[src/rtl/dcalc_pkg.sv]
// Shared constants, codes and types of the decimal expression calculator.
package dcalc_pkg;

  // Word buffer size; a word may hold at most WORD_BUFFER-1 characters
  localparam int WORD_BUFFER = 16;
  localparam int LEN_W       = $clog2(WORD_BUFFER);
  localparam int ACC_W       = 31;
  localparam int DATA_W      = 32;
  localparam int CNT_W       = $clog2(DATA_W);

  localparam logic [LEN_W-1:0] LEN_MAX = LEN_W'(WORD_BUFFER - 1);
  localparam logic [ACC_W-1:0] NUMBER_LIMIT = ACC_W'(200000000);

  // Character codes
  localparam logic [7:0] CH_NUL   = 8'h00;
  localparam logic [7:0] CH_TAB   = 8'h09;
  localparam logic [7:0] CH_SPACE = 8'h20;
  localparam logic [7:0] CH_ZERO  = 8'h30;
  localparam logic [7:0] CH_NINE  = 8'h39;
  localparam logic [7:0] CH_PLUS  = 8'h2B;
  localparam logic [7:0] CH_MINUS = 8'h2D;
  localparam logic [7:0] CH_TIMES = 8'h78;
  localparam logic [7:0] CH_SLASH = 8'h2F;
  localparam logic [7:0] CH_PCT   = 8'h25;

  typedef enum logic [2:0] {
    OP_NONE = 3'd0,
    OP_ADD  = 3'd1,
    OP_SUB  = 3'd2,
    OP_MUL  = 3'd3,
    OP_DIV  = 3'd4,
    OP_REM  = 3'd5
  } op_e;

  typedef enum logic [1:0] {
    ST_OK   = 2'd0,
    ST_BAD  = 2'd1,
    ST_DIV0 = 2'd2
  } status_e;

  // Operands and operator of one finished line
  typedef struct packed {
    op_e              op;
    logic             bad;
    logic [ACC_W-1:0] x_mag;
    logic             x_neg;
    logic [ACC_W-1:0] y_mag;
    logic             y_neg;
  } job_t;

  typedef struct packed {
    logic [DATA_W-1:0] value;
    status_e           status;
  } result_t;

endpackage

[src/rtl/decimal_expression_calculator.sv]
// Top level of the decimal expression calculator: parser, serial ALU, output register.
//
// Input channel: one character word per accepted transfer (char_code_i, end_of_line_i),
// valid/ready. A character code of zero is skipped; end_of_line_i closes the line.
// Output channel: one result word per line (value_o, status_o), valid/ready.
// Characters are taken one per cycle while the arithmetic unit is idle.
// After the end-of-line word the input stalls while the ALU works:
//   bad line or divide by zero: result decided in the prepare step,
//   add or subtract: an add step after the prepare step,
//   multiply, divide, remainder: 32 shift-add or restoring steps
//   of the bit-serial unit, one bit per cycle.
// The next line's characters are taken while a result waits in the output
// register. If the receiver stalls, a second finished result waits in the ALU
// and input stays stalled until the output register frees.
// Reset clears the parser, the ALU sequencer and the output valid; the block
// is ready for characters as soon as reset is released.
module decimal_expression_calculator (
  input  logic               clk_i,
  input  logic               rst_ni,
  input  logic               in_valid_i,
  output logic               in_ready_o,
  input  logic [7:0]         char_code_i,
  input  logic               end_of_line_i,
  output logic               out_valid_o,
  input  logic               out_ready_i,
  output logic signed [31:0] value_o,
  output logic [1:0]         status_o
);
  import dcalc_pkg::*;

  logic    accept;
  logic    alu_idle, alu_done, take;
  job_t    job;
  result_t alu_res;

  logic              out_valid_q;
  logic [DATA_W-1:0] value_q;
  status_e           status_q;

  assign in_ready_o = alu_idle;
  assign accept     = in_valid_i && in_ready_o;
  assign take       = alu_done && (!out_valid_q || out_ready_i);

  dcalc_parser u_parser (
    .clk_i         (clk_i),
    .rst_ni        (rst_ni),
    .step_i        (accept),
    .char_code_i   (char_code_i),
    .end_of_line_i (end_of_line_i),
    .job_o         (job)
  );

  dcalc_alu u_alu (
    .clk_i   (clk_i),
    .rst_ni  (rst_ni),
    .start_i (accept && end_of_line_i),
    .job_i   (job),
    .take_i  (take),
    .idle_o  (alu_idle),
    .done_o  (alu_done),
    .res_o   (alu_res)
  );

  // Output register
  always_ff @(posedge clk_i or negedge rst_ni) begin
    if (!rst_ni) begin
      out_valid_q <= 1'b0;
      value_q     <= '0;
      status_q    <= ST_OK;
    end else if (take) begin
      out_valid_q <= 1'b1;
      value_q     <= alu_res.value;
      status_q    <= alu_res.status;
    end else if (out_ready_i) begin
      out_valid_q <= 1'b0;
    end
  end

  assign out_valid_o = out_valid_q;
  assign value_o     = value_q;
  assign status_o    = status_q;

  // Checks
  a_err_zero: assert property (@(posedge clk_i) disable iff (!rst_ni)
    (out_valid_o && status_o != ST_OK) |-> (value_o == '0))
    else $error("nonzero value with error status");

  a_status_code: assert property (@(posedge clk_i) disable iff (!rst_ni)
    out_valid_o |-> (status_o == ST_OK || status_o == ST_BAD || status_o == ST_DIV0))
    else $error("undefined status code");

  a_eol_busy: assert property (@(posedge clk_i) disable iff (!rst_ni)
    (accept && end_of_line_i) |=> !in_ready_o)
    else $error("input ready right after end of line");

  a_take_loads: assert property (@(posedge clk_i) disable iff (!rst_ni)
    take |=> out_valid_o)
    else $error("finished result not loaded into output register");

endmodule

[src/rtl/dcalc_parser.sv]
// Character parser: splits the line into words and collects operands and operator.
module dcalc_parser (
  input  logic              clk_i,
  input  logic              rst_ni,
  input  logic              step_i,
  input  logic [7:0]        char_code_i,
  input  logic              end_of_line_i,
  output dcalc_pkg::job_t   job_o
);
  import dcalc_pkg::*;

  logic [ACC_W-1:0] acc_q, acc_d;
  logic             neg_q, neg_d;
  logic             dig_q, dig_d;
  logic             wbad_q, wbad_d;
  logic [1:0]       widx_q, widx_d;
  logic [LEN_W-1:0] wlen_q, wlen_d;
  logic             inw_q, inw_d;
  op_e              opc_q, opc_d;
  logic [ACC_W-1:0] xmag_q, xmag_d;
  logic             xneg_q, xneg_d;
  logic             lbad_q, lbad_d;

  logic             is_ws;
  logic             is_digit;
  logic             at_first;
  op_e              char_op;
  logic [ACC_W-1:0] acc_x10;

  assign is_ws    = (char_code_i == CH_SPACE) || (char_code_i == CH_TAB);
  assign is_digit = (char_code_i >= CH_ZERO) && (char_code_i <= CH_NINE);

  // Operator character decode
  always_comb begin
    unique case (char_code_i)
      CH_PLUS:  char_op = OP_ADD;
      CH_MINUS: char_op = OP_SUB;
      CH_TIMES: char_op = OP_MUL;
      CH_SLASH: char_op = OP_DIV;
      CH_PCT:   char_op = OP_REM;
      default:  char_op = OP_NONE;
    endcase
  end

  // Feed one character, then close the word on a blank or at end of line
  always_comb begin
    acc_d  = acc_q;
    neg_d  = neg_q;
    dig_d  = dig_q;
    wbad_d = wbad_q;
    widx_d = widx_q;
    wlen_d = wlen_q;
    inw_d  = inw_q;
    opc_d  = opc_q;
    xmag_d = xmag_q;
    xneg_d = xneg_q;
    lbad_d = lbad_q;
    at_first = 1'b0;
    acc_x10  = '0;

    if (char_code_i != CH_NUL && !is_ws) begin
      if (!inw_d) begin
        inw_d  = 1'b1;
        wlen_d = '0;
        wbad_d = 1'b0;
        dig_d  = 1'b0;
        if (widx_d == 2'd0 || widx_d == 2'd2) begin
          acc_d = '0;
          neg_d = 1'b0;
        end else if (widx_d == 2'd1) begin
          opc_d = OP_NONE;
        end
      end
      if (widx_d != 2'd3) begin
        if (wlen_d >= LEN_MAX) begin
          wbad_d = 1'b1;
        end else begin
          at_first = (wlen_d == '0);
          wlen_d   = wlen_d + LEN_W'(1);
          if (widx_d == 2'd1) begin
            if (at_first) opc_d = char_op;
            else wbad_d = 1'b1;
          end else if (is_digit) begin
            if (acc_d > NUMBER_LIMIT) begin
              wbad_d = 1'b1;
            end else begin
              acc_x10 = {acc_d[ACC_W-4:0], 3'b000} + {acc_d[ACC_W-2:0], 1'b0};
              acc_d   = acc_x10 + ACC_W'(char_code_i[3:0]);
              dig_d   = 1'b1;
            end
          end else if (at_first && char_code_i == CH_MINUS) begin
            neg_d = 1'b1;
          end else if (!(at_first && char_code_i == CH_PLUS)) begin
            wbad_d = 1'b1;
          end
        end
      end
    end

    if (((char_code_i != CH_NUL) && is_ws) || end_of_line_i) begin
      if (inw_d) begin
        if (widx_d == 2'd0 || widx_d == 2'd2) begin
          if (wbad_d || !dig_d) begin
            lbad_d = 1'b1;
          end else if (widx_d == 2'd0) begin
            xmag_d = acc_d;
            xneg_d = neg_d;
          end
        end else if (widx_d == 2'd1) begin
          if (wbad_d) opc_d = OP_NONE;
          if (opc_d == OP_NONE) lbad_d = 1'b1;
        end
        if (widx_d != 2'd3) widx_d = widx_d + 2'd1;
        inw_d = 1'b0;
      end
    end
  end

  // Job handed to the arithmetic unit at end of line
  always_comb begin
    job_o.op    = opc_d;
    job_o.bad   = lbad_d || (widx_d != 2'd3) || (opc_d == OP_NONE);
    job_o.x_mag = xmag_d;
    job_o.x_neg = xneg_d;
    job_o.y_mag = acc_d;
    job_o.y_neg = neg_d;
  end

  // Word state; cleared after each line
  always_ff @(posedge clk_i or negedge rst_ni) begin
    if (!rst_ni) begin
      acc_q  <= '0;
      neg_q  <= 1'b0;
      dig_q  <= 1'b0;
      wbad_q <= 1'b0;
      widx_q <= '0;
      wlen_q <= '0;
      inw_q  <= 1'b0;
      opc_q  <= OP_NONE;
      xmag_q <= '0;
      xneg_q <= 1'b0;
      lbad_q <= 1'b0;
    end else if (step_i) begin
      if (end_of_line_i) begin
        acc_q  <= '0;
        neg_q  <= 1'b0;
        dig_q  <= 1'b0;
        wbad_q <= 1'b0;
        widx_q <= '0;
        wlen_q <= '0;
        inw_q  <= 1'b0;
        opc_q  <= OP_NONE;
        xmag_q <= '0;
        xneg_q <= 1'b0;
        lbad_q <= 1'b0;
      end else begin
        acc_q  <= acc_d;
        neg_q  <= neg_d;
        dig_q  <= dig_d;
        wbad_q <= wbad_d;
        widx_q <= widx_d;
        wlen_q <= wlen_d;
        inw_q  <= inw_d;
        opc_q  <= opc_d;
        xmag_q <= xmag_d;
        xneg_q <= xneg_d;
        lbad_q <= lbad_d;
      end
    end
  end

endmodule

[src/rtl/dcalc_alu.sv]
// Bit-serial arithmetic unit: add/sub in one step, multiply and divide one bit per cycle.
module dcalc_alu (
  input  logic                clk_i,
  input  logic                rst_ni,
  input  logic                start_i,
  input  dcalc_pkg::job_t     job_i,
  input  logic                take_i,
  output logic                idle_o,
  output logic                done_o,
  output dcalc_pkg::result_t  res_o
);
  import dcalc_pkg::*;

  typedef enum logic [2:0] {
    S_IDLE,
    S_PREP,
    S_ADD,
    S_RUN,
    S_FIN,
    S_DONE
  } alu_state_e;

  alu_state_e        state_q;
  op_e               op_q;
  logic              bad_q;
  logic              xn_q, yn_q, rneg_q;
  logic [DATA_W-1:0] a_q, b_q, acc_q;
  logic [CNT_W-1:0]  cnt_q;
  result_t           res_q;

  logic [DATA_W:0]   shifted, diff;
  logic              ge;
  logic [DATA_W-1:0] fin_mag;

  // One restoring division step
  always_comb begin
    shifted = {acc_q, a_q[DATA_W-1]};
    diff    = shifted - {1'b0, b_q};
    ge      = !diff[DATA_W];
    fin_mag = (op_q == OP_DIV) ? a_q : acc_q;
  end

  assign idle_o = (state_q == S_IDLE);
  assign done_o = (state_q == S_DONE);
  assign res_o  = res_q;

  // Sequencer and datapath registers
  always_ff @(posedge clk_i or negedge rst_ni) begin
    if (!rst_ni) begin
      state_q <= S_IDLE;
      op_q    <= OP_NONE;
      bad_q   <= 1'b0;
      xn_q    <= 1'b0;
      yn_q    <= 1'b0;
      rneg_q  <= 1'b0;
      a_q     <= '0;
      b_q     <= '0;
      acc_q   <= '0;
      cnt_q   <= '0;
      res_q   <= '0;
    end else begin
      unique case (state_q)
        S_IDLE: begin
          if (start_i) begin
            op_q    <= job_i.op;
            bad_q   <= job_i.bad;
            xn_q    <= job_i.x_neg;
            yn_q    <= job_i.y_neg;
            a_q     <= DATA_W'(job_i.x_mag);
            b_q     <= DATA_W'(job_i.y_mag);
            state_q <= S_PREP;
          end
        end
        S_PREP: begin
          cnt_q  <= '0;
          acc_q  <= '0;
          rneg_q <= (op_q == OP_REM) ? xn_q : (xn_q ^ yn_q);
          if (bad_q) begin
            res_q.value  <= '0;
            res_q.status <= ST_BAD;
            state_q      <= S_DONE;
          end else if ((op_q == OP_DIV || op_q == OP_REM) && b_q == '0) begin
            res_q.value  <= '0;
            res_q.status <= ST_DIV0;
            state_q      <= S_DONE;
          end else if (op_q == OP_ADD || op_q == OP_SUB) begin
            a_q     <= xn_q ? (DATA_W'(0) - a_q) : a_q;
            b_q     <= yn_q ? (DATA_W'(0) - b_q) : b_q;
            state_q <= S_ADD;
          end else begin
            state_q <= S_RUN;
          end
        end
        S_ADD: begin
          acc_q   <= (op_q == OP_SUB) ? (a_q - b_q) : (a_q + b_q);
          rneg_q  <= 1'b0;
          state_q <= S_FIN;
        end
        S_RUN: begin
          if (op_q == OP_MUL) begin
            acc_q <= acc_q + (b_q[0] ? a_q : '0);
            a_q   <= {a_q[DATA_W-2:0], 1'b0};
            b_q   <= {1'b0, b_q[DATA_W-1:1]};
          end else begin
            acc_q <= ge ? diff[DATA_W-1:0] : shifted[DATA_W-1:0];
            a_q   <= {a_q[DATA_W-2:0], ge};
          end
          cnt_q <= cnt_q + CNT_W'(1);
          if (cnt_q == '1) state_q <= S_FIN;
        end
        S_FIN: begin
          res_q.value  <= rneg_q ? (DATA_W'(0) - fin_mag) : fin_mag;
          res_q.status <= ST_OK;
          state_q      <= S_DONE;
        end
        S_DONE: begin
          if (take_i) state_q <= S_IDLE;
        end
        default: state_q <= S_IDLE;
      endcase
    end
  end

endmodule
[config.mk]
export PLATFORM = sky130hd
export DESIGN_NAME = decimal_expression_calculator
export DESIGN_NICKNAME = d
export VERILOG_FILES = /design/src/rtl/dcalc_pkg.sv /design/src/rtl/decimal_expression_calculator.sv /design/src/rtl/dcalc_parser.sv /design/src/rtl/dcalc_alu.sv
export SDC_FILE = /design/constraint.sdc
export NUM_CORES = 1
export LEC_CHECK = 0
export BUFFER_PORTS_ARGS = -buffer_cell sky130_fd_sc_hd__buf_2
export CORE_MARGIN = 1.5
export CORE_UTILIZATION = 65
export DETAILED_ROUTE_END_ITERATION = 10
export PLACE_DENSITY = 0.79
export SETUP_SLACK_MARGIN = 0.3
export SYNTH_ARGS = -nofsm -noshare
export SYNTH_HDL_FRONTEND = slang
export SYNTH_SLANG_ARGS = --single-unit
[constraint.sdc]
create_clock -name clk_i -period 7.5 [get_ports clk_i]
set_clock_uncertainty 0.15 [all_clocks]
set_input_delay 1.5 -clock clk_i [delete_from_list [all_inputs] [get_ports clk_i]]
set_output_delay 1.5 -clock clk_i [all_outputs]
set_load 0.01 [all_outputs]
==> summary.md <==
| Metric | Value |
|---|---|
| Status | `finished, final reports clean` |
| Wire per inst | `22.18 microns` |
| HP Start | `u_parser.xmag_q[8]` |
| Switching pwr | `0.005595 W` |
| Initial antenna violation count | `0` |
| Top Ports | `49` |
| Clock Path Buffers | `3` |
| Required time of the worst setup path | `7.80 ns` |
| Final Hold Vio Count | `0` |
| Die width | `188.8 microns` |
| Clk slew on worst S/H paths | `0.06 ns` |
| Routed Wire Length | `69690 microns` |
| Die height | `188.8 microns` |
| Ys flop type | `dfrtp_1` |
| Max_cap viols | `0` |
| Worst Reg-to-Reg Cells | `19` |
| Setup CP Type | `flop to flop` |
| Worst setup SP type | `flop` |
| Combinational share of power | `62.9%` |
| Synth warn | `0` |
| Final setup vio count | `0` |
| Seq pwr share | `22.8%` |
| CTS H-tree depth | `1` |
| Nets | `2843` |
| CTS Root Cell | `clkbuf_16` |
| Vias in the first global route | `20550` |
| Sequential share of the synthesized area | `28.65%` |
| Gpl congestion | `1.052` |
| Final ANT Viol Nets | `0` |
| Total CTS buffers | `29` |
| Port-buffer cells | `48` |
| GRT Util Overall | `39.06%` |
| Die area | `35650 sq um` |
| Switching portion of total power | `50.11%` |
| Largest net degree at the start of global routing | `112` |
| Core Rows | `67` |
| Clk_lat worst skew | `0.58 ns` |
| Drt drc | `0` |
| CP Data Arrival Time | `5.63 ns` |
| FILL cells | `2662` |
| Min-Delay Path Class | `flop to flop` |
| Global-route wire length before repair | `111500 microns` |
| Post-layout min period | `5.327 ns` |
| Slew headroom | `12.14%` |
| Post-synth EDFFs | `0` |
| Via count | `21420` |
| Tightest Pin Transition | `1.315 ns` |
| CP Launch Point | `u_alu.b_q[0]` |
| CTS Hold Buffers Added | `0` |
| RR Endpoint | `u_alu.acc_q[29]` |
| RSZ-0062 raised after global routing | `false` |
| FF+latch count, synth | `257` |
| Netlist Area Pre-Place | `22440 sq um` |
| Initial Util | `66.43%` |
| Crit. End Element | `flop` |
| Part of the cycle the worst path needs | `71.03%` |
| Cell count after synthesis | `2710` |
| Clock network fraction of total power | `14.3%` |
| FFs w/ async S/R, synth | `100.0%` |
| Hold Crit Depth | `2` |
| Cts repair resizes | `0` |
| Yosys cell types | `101` |
| CORE AREA | `33780 sq um` |
| Sink Count | `257` |
| Maximum fanout along the worst path | `30` |
| LEAKAGE | `11.07 nW` |
| Peak Freq | `187.7 MHz` |
| Vias per inst | `6.816` |
| Count of pins over their slew limit | `0` |
| CTS tree | `yes` |
| Internal | `0.005570 W` |
| Peak supply drop | `0.3677 mV` |
| DRT iter0 DRCs | `2569` |
| Final hold slack | `0.3322 ns` |
| Reg2Reg Setup Slack | `2.17 ns` |
| R2r startpoint | `u_alu.b_q[0]` |
| Setup bufs post-CTS | `0` |
| N_diodes | `0` |
| Worst Hold End | `u_parser.xmag_q[8]` |
| Grt total ovfl | `0` |
| Syn_nets | `2882` |
| DR pass1 iterations | `8` |
| Cell Pwr Density | `465.2 nW/um^2` |
| Layout cells sized above 1 | `8.612%` |
| Post-detail-place hpwl | `51350 microns` |
| P&R area growth vs syn | `6.924%` |
| Mean Syn Cell Area | `8.282 sq um` |
| Final setup TNS | `0 ns` |
-- sequential cells by signal (all words and copies together), names as in the netlist, 2 cells and up --
register	flops
u_alu.b_q	32
u_parser.widx_q	2
status_o	2
u_alu.op_q	3
u_alu.a_q	32
u_parser.acc_q	31
u_parser.opc_q	3
u_alu.state_q	3
u_alu.res_o	34
u_parser.xmag_q	31
u_alu.acc_q	32
u_parser.wlen_q	4
u_alu.cnt_q	5
value_o	32
-- power by group through the flow --
stage	Combinational [W]	Clock, W	Sequential, W
final	0.00702	0.00160	0.00254
after global routing	0.00765	0.00166	0.00259
after CTS	0.00686	0.00161	0.00250
after detailed placement	0.00679	0	0.00252
after global placement	0.00666	0	0.00249
after floorplan	0.00539	0	0.00221
-- cells by family (layout without fill, tap and decap cells) --
family	count (synthesis)	count (layout)	synth area share [%]
muxes	107	107	4.967
buffers and inverters	235	219	4.320
adders and majority gates	159	159	8.998
DFF	257	257	28.65
and+or+nand+nor	827	827	18.01
AOI/OAI and AO/OA	919	919	27.01
xor gates and xnor gates	206	206	8.039
-- through the flow --
stage	area [sq um]	total power, W	worst slack [ns]	util, %	instances
after floorplan	22440	0.007604	2.898	-	2710
after global placement	22940	0.009151	2.386	67.90	3088
after detailed placement	22940	0.009305	2.237	67.90	3088
after CTS	24000	0.01097	2.224	71.03	3142
after global routing	24000	0.01190	1.768	71.03	3142
final	24000	0.01116	2.173	71.03	3142
-- synthesized netlist by cell type, types with 69 or more instances --
| cell | instances | share of area [%] |
|---|---|---|
| ha_1 | 155 | 8.6 |
| a22o_1 | 69 | 2.7 |
| a21o_1 | 72 | 2.4 |
| xnor2_1 | 137 | 5.3 |
| mux2i_1 | 72 | 3.2 |
| nand2_1 | 281 | 4.7 |
| o21ai_0 | 217 | 4.8 |
| inv_1 | 78 | 1.3 |
| nor2_1 | 188 | 3.1 |
| nor3_1 | 73 | 1.6 |
| dfrtp_1 | 257 | 29 |
| xor2_1 | 69 | 2.7 |
| clkbuf_1 | 115 | 1.9 |
| a21oi_1 | 161 | 3.6 |
-- cell usage in the layout, fill, tap and decap left out, types with 69 or more instances in the layout --
master and n:
nor2_1 184, nand2_1 280, a21o_1 72, a22o_1 69, o21ai_0 216, dfrtp_1 256, inv_1 78, mux2i_1 72
ha_1 155, xnor2_1 137, nor3_1 71, a21oi_1 161
-- worst max-delay path by stage --
stage / slack (ns) / endpoint / cells after the start
after floorplan: 2.90 / u_alu.a_q[24] / 14
after global placement: 2.39 / u_alu.acc_q[29] / 19
after detailed placement: 2.24 / u_parser.xmag_q[28] / 14
after CTS: 2.22 / u_alu.acc_q[29] / 19
after global routing: 1.77 / u_alu.acc_q[29] / 20
final: 2.17 / u_alu.acc_q[29] / 19
-- layer usage --
metal | track usage (%) | routed length [microns]
met1 | 53.03 | 29280
met3 | 6.035 | 5702
met2 | 60.75 | 31080
met4 | 19.47 | 3631
met5 | 0 | 0
-- worst max-delay path, cell delays in order (launching register included) --
cell and delay (ns):
dfrtp_1 0.36, buf_4 0.24, clkinv_1 0.23, ha_1 0.25, or3b_4 0.43, nor3_4 0.21, nand3_2 0.21, nor3_1 0.32
nor2_1 0.09, xnor2_1 0.14, ha_1 0.35, nand4_1 0.17, a2111oi_0 0.42, nor2_1 0.18, a2111oi_0 0.47, o21ai_0 0.30
a31oi_1 0.26, xor2_1 0.09, a222oi_1 0.22, o21ai_1 0.10
-- cell type report --
type	instances	area (sq um)	share of cell area (%)
inverters	79	296.5	1.236
clock inverters	22	301.5	1.257
repair buffers	86	535.5	2.231
well taps	448	560.5	2.336
multi-input cells	2218	15110	62.97
clock buffers	32	757.0	3.154
flip-flops and latches	257	6435	26.81
No activity file was read; power rests on OpenSTA's default activity.
